[config.mk]
export PLATFORM = sky130hd
export DESIGN_NAME = edge_triggered_capture_flat
export DESIGN_NICKNAME = d
export VERILOG_FILES = /design/src/hw/rtl/etc_pkg.sv /design/src/hw/rtl/etc_in_if.sv /design/src/hw/rtl/etc_out_if.sv /design/src/hw/rtl/edge_triggered_capture.sv /design/src/flat_wrapper.sv
export SDC_FILE = /design/constraint.sdc
export NUM_CORES = 1
export LEC_CHECK = 0
export BUFFER_PORTS_ARGS = -buffer_cell sky130_fd_sc_hd__buf_2
export CORE_MARGIN = 4
export CORE_UTILIZATION = 25
export CTS_CLUSTER_DIAMETER = 50
export DETAILED_ROUTE_END_ITERATION = 8
export PLACE_DENSITY = 0.45
export SYNTH_ARGS = -nofsm -noshare
export SYNTH_HDL_FRONTEND = slang
export SYNTH_SLANG_ARGS = --single-unit
[constraint.sdc]
create_clock -name clk_i -period 5.75 [get_ports clk_i]
set_clock_uncertainty 0.1 [all_clocks]
set_input_delay 1.4375 -clock clk_i [delete_from_list [all_inputs] [get_ports clk_i]]
set_output_delay 1.4375 -clock clk_i [all_outputs]
set_load 0.01 [all_outputs]
[src/hw/rtl/etc_pkg.sv]
// Shared types, widths, register indexes and reset values for the edge triggered capture block.
package etc_pkg;

  localparam int SAMPLE_BITS   = 16;
  localparam int COUNT_BITS    = 16;
  localparam int GAIN_BITS     = 8;
  localparam int OUT_BITS      = SAMPLE_BITS + GAIN_BITS;
  localparam int CFG_IDX_BITS  = 3;
  localparam int CFG_DATA_BITS = 16;

  typedef logic signed [SAMPLE_BITS-1:0] sample_t;
  typedef logic signed [OUT_BITS-1:0]    scaled_t;
  typedef logic        [COUNT_BITS-1:0]  count_t;
  typedef logic        [GAIN_BITS-1:0]   gain_t;
  typedef logic        [CFG_IDX_BITS-1:0]  cfg_idx_t;
  typedef logic        [CFG_DATA_BITS-1:0] cfg_data_t;

  // Configuration register indexes.
  typedef enum logic [CFG_IDX_BITS-1:0] {
    REG_TRIG_LEVEL  = 3'd0,
    REG_TRIG_SOURCE = 3'd1,
    REG_GAIN_CH1    = 3'd2,
    REG_GAIN_CH2    = 3'd3,
    REG_CAPTURE_LEN = 3'd4
  } cfg_reg_e;

  // Register reset values.
  localparam sample_t RST_TRIG_LEVEL  = '0;
  localparam logic    RST_TRIG_SOURCE = 1'b0;
  localparam gain_t   RST_GAIN        = gain_t'(10);
  localparam count_t  RST_CAPTURE_LEN = count_t'(96);

endpackage

[src/hw/rtl/etc_in_if.sv]
// Input channel carrying one two-channel sample pair per word.
interface etc_in_if;
  import etc_pkg::*;

  logic    valid;
  logic    ready;
  sample_t ch1_sample;
  sample_t ch2_sample;

  modport source (output valid, output ch1_sample, output ch2_sample, input ready);
  modport sink   (input valid, input ch1_sample, input ch2_sample, output ready);
endinterface

[src/hw/rtl/etc_out_if.sv]
// Output channel carrying one scaled, indexed sample pair per word.
interface etc_out_if;
  import etc_pkg::*;

  logic    valid;
  logic    ready;
  scaled_t scaled_ch1;
  scaled_t scaled_ch2;
  count_t  sample_index;
  logic    capture_last;

  modport source (output valid, output scaled_ch1, output scaled_ch2,
                  output sample_index, output capture_last, input ready);
  modport sink   (input valid, input scaled_ch1, input scaled_ch2,
                  input sample_index, input capture_last, output ready);
endinterface

[src/hw/rtl/edge_triggered_capture.sv]
// Rising-edge trigger with gain scaling and capture windowing for a two-channel stream.
// An accepted word is held in the input register, and its result then in the result register that drives res_o.
// Throughput: one sample pair per cycle; the input register and the result register
// each advance every cycle while the output side keeps up.
// Reset clears the trigger state, empties both registers and loads the register defaults
// (level 0, source channel one, gains 10, capture length 96).
module edge_triggered_capture (
  input  logic               clk_i,
  input  logic               rst_ni,
  input  logic               cfg_we_i,
  input  etc_pkg::cfg_idx_t  cfg_idx_i,
  input  etc_pkg::cfg_data_t cfg_wdata_i,
  etc_in_if.sink             smp_i,
  etc_out_if.source          res_o
);
  import etc_pkg::*;

  // Configuration registers.
  sample_t trig_level_q;
  logic    trig_source_q;
  gain_t   gain_ch1_q;
  gain_t   gain_ch2_q;
  count_t  capture_len_q;

  // Trigger state.
  logic   armed_q, armed_d;
  logic   triggered_q, triggered_d;
  count_t cnt_q, cnt_d;

  // Input register.
  logic    in_vld_q;
  sample_t ch1_q, ch2_q;

  // Result register.
  logic    out_vld_q;
  scaled_t scaled_ch1_q, scaled_ch2_q;
  count_t  index_q;
  logic    last_q;

  logic    cfg_abort;
  sample_t trig_val;
  logic    below;
  logic    trig_now;
  count_t  cnt_eff;
  logic    emit;
  logic    last;
  logic    out_free;
  logic    adv;
  logic [COUNT_BITS:0] cnt_inc;
  scaled_t prod1, prod2;

  // Writes to the trigger level, gain and capture length registers abort a running capture.
  always_comb begin
    cfg_abort = 1'b0;
    if (cfg_we_i) begin
      case (cfg_idx_i)
        REG_TRIG_LEVEL:  cfg_abort = 1'b1;
        REG_GAIN_CH1:    cfg_abort = 1'b1;
        REG_GAIN_CH2:    cfg_abort = 1'b1;
        REG_CAPTURE_LEN: cfg_abort = 1'b1;
        default:         cfg_abort = 1'b0;
      endcase
    end
  end

  // Configuration register file.
  always_ff @(posedge clk_i or negedge rst_ni) begin
    if (!rst_ni) begin
      trig_level_q  <= RST_TRIG_LEVEL;
      trig_source_q <= RST_TRIG_SOURCE;
      gain_ch1_q    <= RST_GAIN;
      gain_ch2_q    <= RST_GAIN;
      capture_len_q <= RST_CAPTURE_LEN;
    end else if (cfg_we_i) begin
      case (cfg_idx_i)
        REG_TRIG_LEVEL:  trig_level_q  <= sample_t'(cfg_wdata_i[SAMPLE_BITS-1:0]);
        REG_TRIG_SOURCE: trig_source_q <= cfg_wdata_i[0];
        REG_GAIN_CH1:    gain_ch1_q    <= cfg_wdata_i[GAIN_BITS-1:0];
        REG_GAIN_CH2:    gain_ch2_q    <= cfg_wdata_i[GAIN_BITS-1:0];
        REG_CAPTURE_LEN: capture_len_q <= cfg_wdata_i[COUNT_BITS-1:0];
        default: ;
      endcase
    end
  end

  // Trigger decision for the word in the input register.
  always_comb begin
    trig_val = trig_source_q ? ch2_q : ch1_q;
    below    = (trig_val <= trig_level_q);
    trig_now = triggered_q || (armed_q && !below);
    cnt_eff  = triggered_q ? cnt_q : '0;
    emit     = trig_now && (cnt_eff < capture_len_q);
    cnt_inc  = {1'b0, cnt_eff} + (COUNT_BITS+1)'(1);
    last     = (cnt_inc == {1'b0, capture_len_q});
  end

  // Handshake: the input register moves on when its word needs no slot or one is free.
  assign out_free    = !out_vld_q || res_o.ready;
  assign adv         = in_vld_q && (!emit || out_free);
  assign smp_i.ready = !in_vld_q || adv;

  // Next trigger state for an advancing word.
  always_comb begin
    armed_d     = armed_q;
    triggered_d = triggered_q;
    cnt_d       = cnt_q;
    if (adv) begin
      if (!triggered_q && below) begin
        armed_d = 1'b1;
      end else if (!triggered_q && armed_q) begin
        armed_d = 1'b0;
      end
      triggered_d = emit && !last;
      cnt_d       = (emit && !last) ? cnt_inc[COUNT_BITS-1:0] : '0;
    end
  end

  // Trigger state registers; a configuration abort takes precedence.
  always_ff @(posedge clk_i or negedge rst_ni) begin
    if (!rst_ni) begin
      armed_q     <= 1'b0;
      triggered_q <= 1'b0;
      cnt_q       <= '0;
    end else if (cfg_abort) begin
      triggered_q <= 1'b0;
      cnt_q       <= '0;
    end else begin
      armed_q     <= armed_d;
      triggered_q <= triggered_d;
      cnt_q       <= cnt_d;
    end
  end

  // Input register control.
  always_ff @(posedge clk_i or negedge rst_ni) begin
    if (!rst_ni) begin
      in_vld_q <= 1'b0;
    end else if (smp_i.ready) begin
      in_vld_q <= smp_i.valid;
    end
  end

  // Input register payload.
  always_ff @(posedge clk_i) begin
    if (smp_i.valid && smp_i.ready) begin
      ch1_q <= smp_i.ch1_sample;
      ch2_q <= smp_i.ch2_sample;
    end
  end

  // Gain scaling: signed sample times unsigned gain, exact in the output width.
  always_comb begin
    prod1 = scaled_t'(ch1_q) * scaled_t'({1'b0, gain_ch1_q});
    prod2 = scaled_t'(ch2_q) * scaled_t'({1'b0, gain_ch2_q});
  end

  // Result register control.
  always_ff @(posedge clk_i or negedge rst_ni) begin
    if (!rst_ni) begin
      out_vld_q <= 1'b0;
    end else if (adv && emit) begin
      out_vld_q <= 1'b1;
    end else if (res_o.ready) begin
      out_vld_q <= 1'b0;
    end
  end

  // Result register payload.
  always_ff @(posedge clk_i) begin
    if (adv && emit) begin
      scaled_ch1_q <= prod1;
      scaled_ch2_q <= prod2;
      index_q      <= cnt_eff;
      last_q       <= last;
    end
  end

  assign res_o.valid        = out_vld_q;
  assign res_o.scaled_ch1   = scaled_ch1_q;
  assign res_o.scaled_ch2   = scaled_ch2_q;
  assign res_o.sample_index = index_q;
  assign res_o.capture_last = last_q;

  // Firing always clears the arm flag, so both are never set together.
  assert property (@(posedge clk_i) disable iff (!rst_ni) triggered_q |-> !armed_q)
    else $error("armed and triggered set together");

  // The sample counter only runs during a capture.
  assert property (@(posedge clk_i) disable iff (!rst_ni) !triggered_q |-> (cnt_q == '0))
    else $error("sample counter nonzero outside a capture");

  // The final word of a capture ends the capture.
  assert property (@(posedge clk_i) disable iff (!rst_ni) (adv && emit && last) |=> !triggered_q)
    else $error("capture still running after its last word");

  // An emitted word always lands in the result register.
  assert property (@(posedge clk_i) disable iff (!rst_ni) (adv && emit) |=> res_o.valid)
    else $error("emitted word missing from result register");

endmodule
[src/flat_wrapper.sv]
// flat-port wrapper written by rule: the top's interface ports become plain ports
module edge_triggered_capture_flat import etc_pkg::*;
  (clk_i, rst_ni, cfg_we_i, cfg_idx_i, cfg_wdata_i, smp_i_valid, smp_i_ch1_sample, smp_i_ch2_sample, smp_i_ready, res_o_valid, res_o_scaled_ch1, res_o_scaled_ch2, res_o_sample_index, res_o_capture_last, res_o_ready);
  etc_in_if smp_i_i ();
  etc_out_if res_o_i ();
  input  logic clk_i;
  input  logic rst_ni;
  input  logic cfg_we_i;
  input  etc_pkg::cfg_idx_t cfg_idx_i;
  input  etc_pkg::cfg_data_t cfg_wdata_i;
  input wire logic [$bits(smp_i_i.valid)-1:0] smp_i_valid;
  input wire logic [$bits(smp_i_i.ch1_sample)-1:0] smp_i_ch1_sample;
  input wire logic [$bits(smp_i_i.ch2_sample)-1:0] smp_i_ch2_sample;
  output wire logic [$bits(smp_i_i.ready)-1:0] smp_i_ready;
  output wire logic [$bits(res_o_i.valid)-1:0] res_o_valid;
  output wire logic [$bits(res_o_i.scaled_ch1)-1:0] res_o_scaled_ch1;
  output wire logic [$bits(res_o_i.scaled_ch2)-1:0] res_o_scaled_ch2;
  output wire logic [$bits(res_o_i.sample_index)-1:0] res_o_sample_index;
  output wire logic [$bits(res_o_i.capture_last)-1:0] res_o_capture_last;
  input wire logic [$bits(res_o_i.ready)-1:0] res_o_ready;
  assign smp_i_i.valid = smp_i_valid;
  assign smp_i_i.ch1_sample = smp_i_ch1_sample;
  assign smp_i_i.ch2_sample = smp_i_ch2_sample;
  assign smp_i_ready = smp_i_i.ready;
  assign res_o_valid = res_o_i.valid;
  assign res_o_scaled_ch1 = res_o_i.scaled_ch1;
  assign res_o_scaled_ch2 = res_o_i.scaled_ch2;
  assign res_o_sample_index = res_o_i.sample_index;
  assign res_o_capture_last = res_o_i.capture_last;
  assign res_o_i.ready = res_o_ready;
  edge_triggered_capture u_core (.clk_i(clk_i), .rst_ni(rst_ni), .cfg_we_i(cfg_we_i), .cfg_idx_i(cfg_idx_i), .cfg_wdata_i(cfg_wdata_i), .smp_i(smp_i_i), .res_o(res_o_i));
endmodule
# Word level (Yosys, flattened, before mapping)
# Index checks and enable logic that the tools add are counted.
classes:
  n_addsub: 1
  n_mul: 2
  order_cmp: 2
  eq_ne: 5
  mux: 13
  n_bitwise: 1
  reduce_logical: 29
op_table:
  columns: ["operator", "count"]
  rows:
  - ["16-bit two-way mux", 5]
  - ["16-bit by 9-bit multiplier with 24-bit output", 2]
  - ["16-bit by 1-bit adder with 17-bit output (second input constant)", 1]
  - ["17-bit by 16-bit equality test with 1-bit output", 1]
  - ["16-bit <= comparator", 1]
  - ["16-bit less-than comparator", 1]
  - ["2-bit AND reduction", 5]
  - ["1-bit logical AND", 8]
  - ["1-bit two-way mux", 8]
  - ["3-bit by 2-bit equality test with 1-bit output (second input constant)", 2]
  - ["1-bit zero test", 6]
  - ["2-bit nonzero test", 3]
  - ["1-bit logical OR", 4]
  - ["4-bit OR reduction", 1]
  - ["3-bit by 1-bit equality test with 1-bit output (second input constant)", 1]
  - ["3-bit equality test (second input constant)", 1]
  - ["3-bit zero test", 1]
  - ["3-bit AND reduction", 1]
  - ["1-bit NOT", 1]
word_totals:
  reg_bits: 166
  out_inout_bits: 67

# Depth between registers and ports, before layout
logic_depth:
  word_depth: 11
  ltp_mapped: 20

# Worst setup path before layout
# Ideal clock, no wire load.
synth_timing:
  path_type: "register to register"
  from: "register u_core.trig_source_q"
  to: "register u_core.last_q (netlist: u_core.res_o.capture_last), enable pin"
  setup_ps: 488
  arrival_time_ps: 5230
  required_ps: 5162
  setup_slack_ps: -68
  stages_incl_launch_ff: 13
  synth_period_minus_slack_ps: 5818
  cell_sequence: "dfrtp_1 -> clkbuf_1 -> buf_1 -> mux2_2 -> ha_1 -> nand4_1 -> nor4_1 -> a21oi_1 -> nor2b_1 -> o21ai_0 -> a21oi_1 -> nand2_1 -> nor2_1"
synth_via:
  elab_chain_cells: 10
synth_rtl:
  columns: ["element", "line_no", "rtl"]
  rows:
  - ["start, declared", "edge_triggered_capture.sv:20", "logic trig_source_q;"]
  - ["start signal, assigned", "edge_triggered_capture.sv:77", "REG_TRIG_SOURCE: trig_source_q <= cfg_wdata_i[0];"]
  - ["16-bit two-way mux *", "edge_triggered_capture.sv:88", "trig_val = trig_source_q ? ch2_q : ch1_q;"]
  - ["16-bit <= comparator *", "edge_triggered_capture.sv:89", "below = (trig_val <= trig_level_q);"]
  - ["1-bit zero test *", "edge_triggered_capture.sv:90", "trig_now = triggered_q || (armed_q && !below);"]
  - ["1-bit logical AND *", "edge_triggered_capture.sv:90", null]
  - ["1-bit logical OR *", "edge_triggered_capture.sv:90", null]
  - ["1-bit logical AND *", "edge_triggered_capture.sv:92", "emit = trig_now && (cnt_eff < capture_len_q);"]
  - ["1-bit zero test", "edge_triggered_capture.sv:99", "assign adv = in_vld_q && (!emit || out_free);"]
  - ["1-bit logical OR", "edge_triggered_capture.sv:99", null]
  - ["1-bit logical AND", "edge_triggered_capture.sv:99", null]
  - ["1-bit logical AND *", "edge_triggered_capture.sv:170", "if (adv && emit) begin"]
  - ["end signal, assigned", "edge_triggered_capture.sv:174", "last_q <= last;"]
  - ["end, declared", "edge_triggered_capture.sv:38", "logic last_q;"]
# Every way passes the cells marked *; elsewhere a longest branch is shown, timed or not.
# A chain may end at the register's enable or synchronous reset.

# Worst setup path in the final report
layout_timing:
  from: "register u_core.gain_ch2_q[3]"
  to: "register u_core.scaled_ch2_q[23] (netlist: u_core.res_o.scaled_ch2[23]), data pin"
layout_via:
  elab_chain_cells: 1
layout_rtl:
  columns: ["element", "line_no", "rtl"]
  rows:
  - ["start, declared", "edge_triggered_capture.sv:22", "gain_t gain_ch2_q;"]
  - ["start signal, assigned", "edge_triggered_capture.sv:79", "REG_GAIN_CH2: gain_ch2_q <= cfg_wdata_i[GAIN_BITS-1:0];"]
  - ["16-bit by 9-bit multiplier with 24-bit output", "edge_triggered_capture.sv:154", "prod2 = scaled_t'(ch2_q) * scaled_t'({1'b0, gain_ch2_q});"]
  - ["named net u_core.prod2[23]", "edge_triggered_capture.sv:50", "scaled_t prod1, prod2;"]
  - ["end signal, assigned", "edge_triggered_capture.sv:172", "scaled_ch2_q <= prod2;"]
  - ["end, declared", "edge_triggered_capture.sv:36", "scaled_t scaled_ch1_q, scaled_ch2_q;"]
# The timed path passes the listed nets, and every way through them passes these cells.

==> reports/metrics.yaml <==
timing:
  tns_ns: 0
  hold_violations: 0
  slew_headroom_pct: 30.9
  fmax_ghz: 0.181
  maxSlewViolCount: 0
  period_needed_ns: 5.53
  finalSetupViolCount: 0
  rsz0062_at_grt: "false"
  tightestPinTransition_ns: 1.04
  period_share_pct: 96.2
worst_setup_path:
  r2r-start: "u_core.gain_ch2_q[3]"
  cp_cell_sequence: "nand2_1 -> fa_1 -> inv_1 -> fa_1 -> fa_1 -> inv_1 -> fa_1 -> inv_1 -> ha_1 -> or3_1 -> o21a_1 -> o211ai_1 -> a31oi_1 -> or4_1 -> a31o_2 -> a21oi_1 -> xnor2_1"
  r2r_cells: 17
  startpoint_type: "register"
  crit_top_cell: "fa_1"
  path_class: "reg2reg"
  cp.arrival_ns: 5.67
  reg2reg_to: "u_core.res_o.scaled_ch2[23]"
  slowest_delay_ns: 0.73
  cp-end-kind: "register"
  required_ns: 5.89
  critPathMaxFanout: 17
  cp_slowest_cell: "dfstp_4"
  rrSetupSlack_ns: 0.22
logic_synthesis:
  yosys.area.top_type: "fa_1"
  synth_top_cells_by_count: "inv_1 (352), nand2_1 (213), fa_1 (200)"
  syn_nets: 2031
  synthTopCellsByArea: "fa_1 (25%), edfxtp_1 (18%), ha_1 (9.8%), dfrtp_1 (9.7%), inv_1 (8.1%)"
  ys_ff_latch: 166
  synth_edf_count: 97
  ys_warn_count: 0
  synth_top_cell_area_share_pct: 24.6
  ys_async_sr_fraction_pct: 41.6
  ys_types: 64
  synth_seq_area_share_pct: 28.6
  netlist_area_um2: 16300
  syn_avg_cell_area_um2: 9.87
  syn_inst: 1648
  yosysMostFrequentCell: "inv_1"
  yosys_most_used_dff: "edfxtp_1"
global_route:
  grt_pass1_vias: 11921
  met1_usage_pct: 17.0
  grt_usage_pct: 12.4
  use_met3_pct: 3.08
  grt.overflow.total: 0
  grt_max_degree: 43
  antenna_found_initial: 9
  groute.layer.met2.usage_pct: 19.8
  grt_pass1_wl_um: 67500
  grt.busiest_layer: "met2"
floorplan:
  core_area_um2: 64500
  die_x_um: 263
  ios: 123
  dieArea_um2: 69200
  initial_utilization_pct: 25.2
  chipHeight_um: 263
  rows: 93
final_layout:
  nets: 2131
  multi_input_area_um2: 10100
  area_delta_synth_final_pct: 13.7
  register_area_um2: 4660
  fillers: 6886
  drive_above_1_share_pct: 13.2
outcome:
  status: "finished clean"
placement:
  gp_congestion: 0.804
  dp_hpwl_um: 33100
  portBuffers: 122
drt:
  avgViaCountPerCell: 4.35
  drt_iter0_markers: 665
  drt-total-wl_um: 41500
  firstDrtPassIters: 5
  num_vias: 11416
  wire_per_inst_um: 15.8
  route.antenna.remaining_nets: 0
  drc_errors: 0
cts:
  postCtsHoldBufs: 0
  path_clk_slew_ns: 0.08
  cts_buffer_depth: 2
  clock_sinks: 166
  clk_root_buffer_cell: "clkbuf_16"
  clock_latency_ns: 0.49
  cts_tree: "yes"
  h-tree-depth: 4
  cts_inserted_buffers: 17
min_path:
  hold_class: "reg2reg"
  holdPathStages: 1
  min_to: "u_core.armed_q"
  holdCritStartpoint: "u_core.armed_q"
run:
  drv_cap: 0
-- state kept, by name, indices dropped and copies added (netlist names) --
register and cells:
u_core.gain_ch1_q 8, u_core.triggered_q 1, u_core.cnt_q 16, u_core.ch1_q 16, u_core.trig_source_q 1, u_core.res_o.sample_index 16, u_core.res_o.scaled_ch1 24, u_core.in_vld_q 1
u_core.ch2_q 16, u_core.res_o.valid 1, u_core.armed_q 1, u_core.res_o.capture_last 1, u_core.gain_ch2_q 8, u_core.capture_len_q 16, u_core.res_o.scaled_ch2 24, u_core.trig_level_q 16
-- cell usage in the layout (no fill, tap or decap), types with 4 or more instances in the layout --
| cell | instances |
|---|---|
| fa_1 | 200 |
| and3_1 | 11 |
| nand4_1 | 9 |
| inv_6 | 4 |
| buf_2 | 122 |
| a32o_2 | 5 |
| diode_2 | 6 |
| dfrtp_1 | 59 |
| mux2_2 | 34 |
| and2_1 | 121 |
| nor2b_1 | 10 |
| nand2b_1 | 7 |
| nand2_1 | 213 |
| o211ai_1 | 7 |
| a21oi_1 | 38 |
| nor3_1 | 14 |
| o31ai_1 | 16 |
| nor2_1 | 38 |
| a22o_1 | 4 |
| inv_1 | 352 |
| a32o_1 | 6 |
| edfxtp_1 | 97 |
| xor2_1 | 14 |
| ha_1 | 127 |
| o21ai_0 | 52 |
| or3_1 | 5 |
| dfrtp_2 | 4 |
| xnor2_1 | 52 |
| buf_4 | 16 |
| nand3_1 | 20 |
| a21o_1 | 12 |
| clkbuf_16 | 19 |
-- worst max-delay path: cells and delay by family (launching register included) --
family	cells	cell delay [ns]
simple gates	3	0.94
fa+ha+maj	5	2.31
compound gates	5	0.96
buf+inv	3	0.14
xor+xnor	1	0.08
flops	1	0.73
-- worst max path at each step --
stage	to	slack, ns	cells past startpoint	startpoint
2_1_floorplan	u_core.res_o.scaled_ch2[23]	0.38	19	u_core.gain_ch2_q[1]
3_3_place_gp	u_core.res_o.scaled_ch2[23]	0.23	17	u_core.gain_ch2_q[1]
3_5_place_dp	u_core.res_o.scaled_ch1[21]	0.12	17	u_core.gain_ch1_q[2]
4_1_cts	u_core.res_o.scaled_ch1[21]	0.1	17	u_core.gain_ch1_q[2]
5_1_grt	u_core.res_o.scaled_ch1[21]	0.006	17	u_core.gain_ch1_q[4]
6_report	u_core.res_o.scaled_ch2[23]	0.22	17	u_core.gain_ch2_q[3]
-- metrics by stage --
step	hold slack, ns	util, %	instances	setup slack, ns	instance area [um2]
2_1_floorplan	0.360	-	1648	0.375	16300
6_report	0.405	28.7	2622	0.221	18500
5_1_grt	0.445	28.7	2618	0.00641	18500
4_1_cts	0.404	28.6	2616	0.0997	18500
3_5_place_dp	0.375	27.7	2584	0.123	17800
3_3_place_gp	0.378	27.7	2584	0.226	17800
-- layer usage --
layer | up-vias | share of wire, %
met1 | 5770 | 47
met4 | 2 | 1.4
li1 | 5411 | -
met3 | 39 | 4.5
met5 | - | 0.029
met2 | 194 | 47
-- timing repair --
action,in CTS,in global routing
setup buffers,0,0
gates resized for setup,0,8
endpoints found under the setup margin,0,3
-- layout make-up --
class                      instances  area share [%]
inverter                         352            7.14
sequential                       166            25.2
multi-input combinational       1073            54.5
clock buffer                      20            2.59
tap                              855            5.78
clock inverter                    12           0.704
timing repair buffer             138            3.95
antenna                            6          0.0812
-- cells by family after synthesis --
kind of cell	synth area share (%)
AOI/OAI and AO/OA	7.03
xor gates and xnor gates	3.69
adders and majority gates	34.4
buffers and inverters	9.56
DFF	28.6
muxes	2.42
and+or+nand+nor	14.3
Power is not shown: default switching activity piles up to over one toggle a cycle in this logic, so the estimate is an artifact.
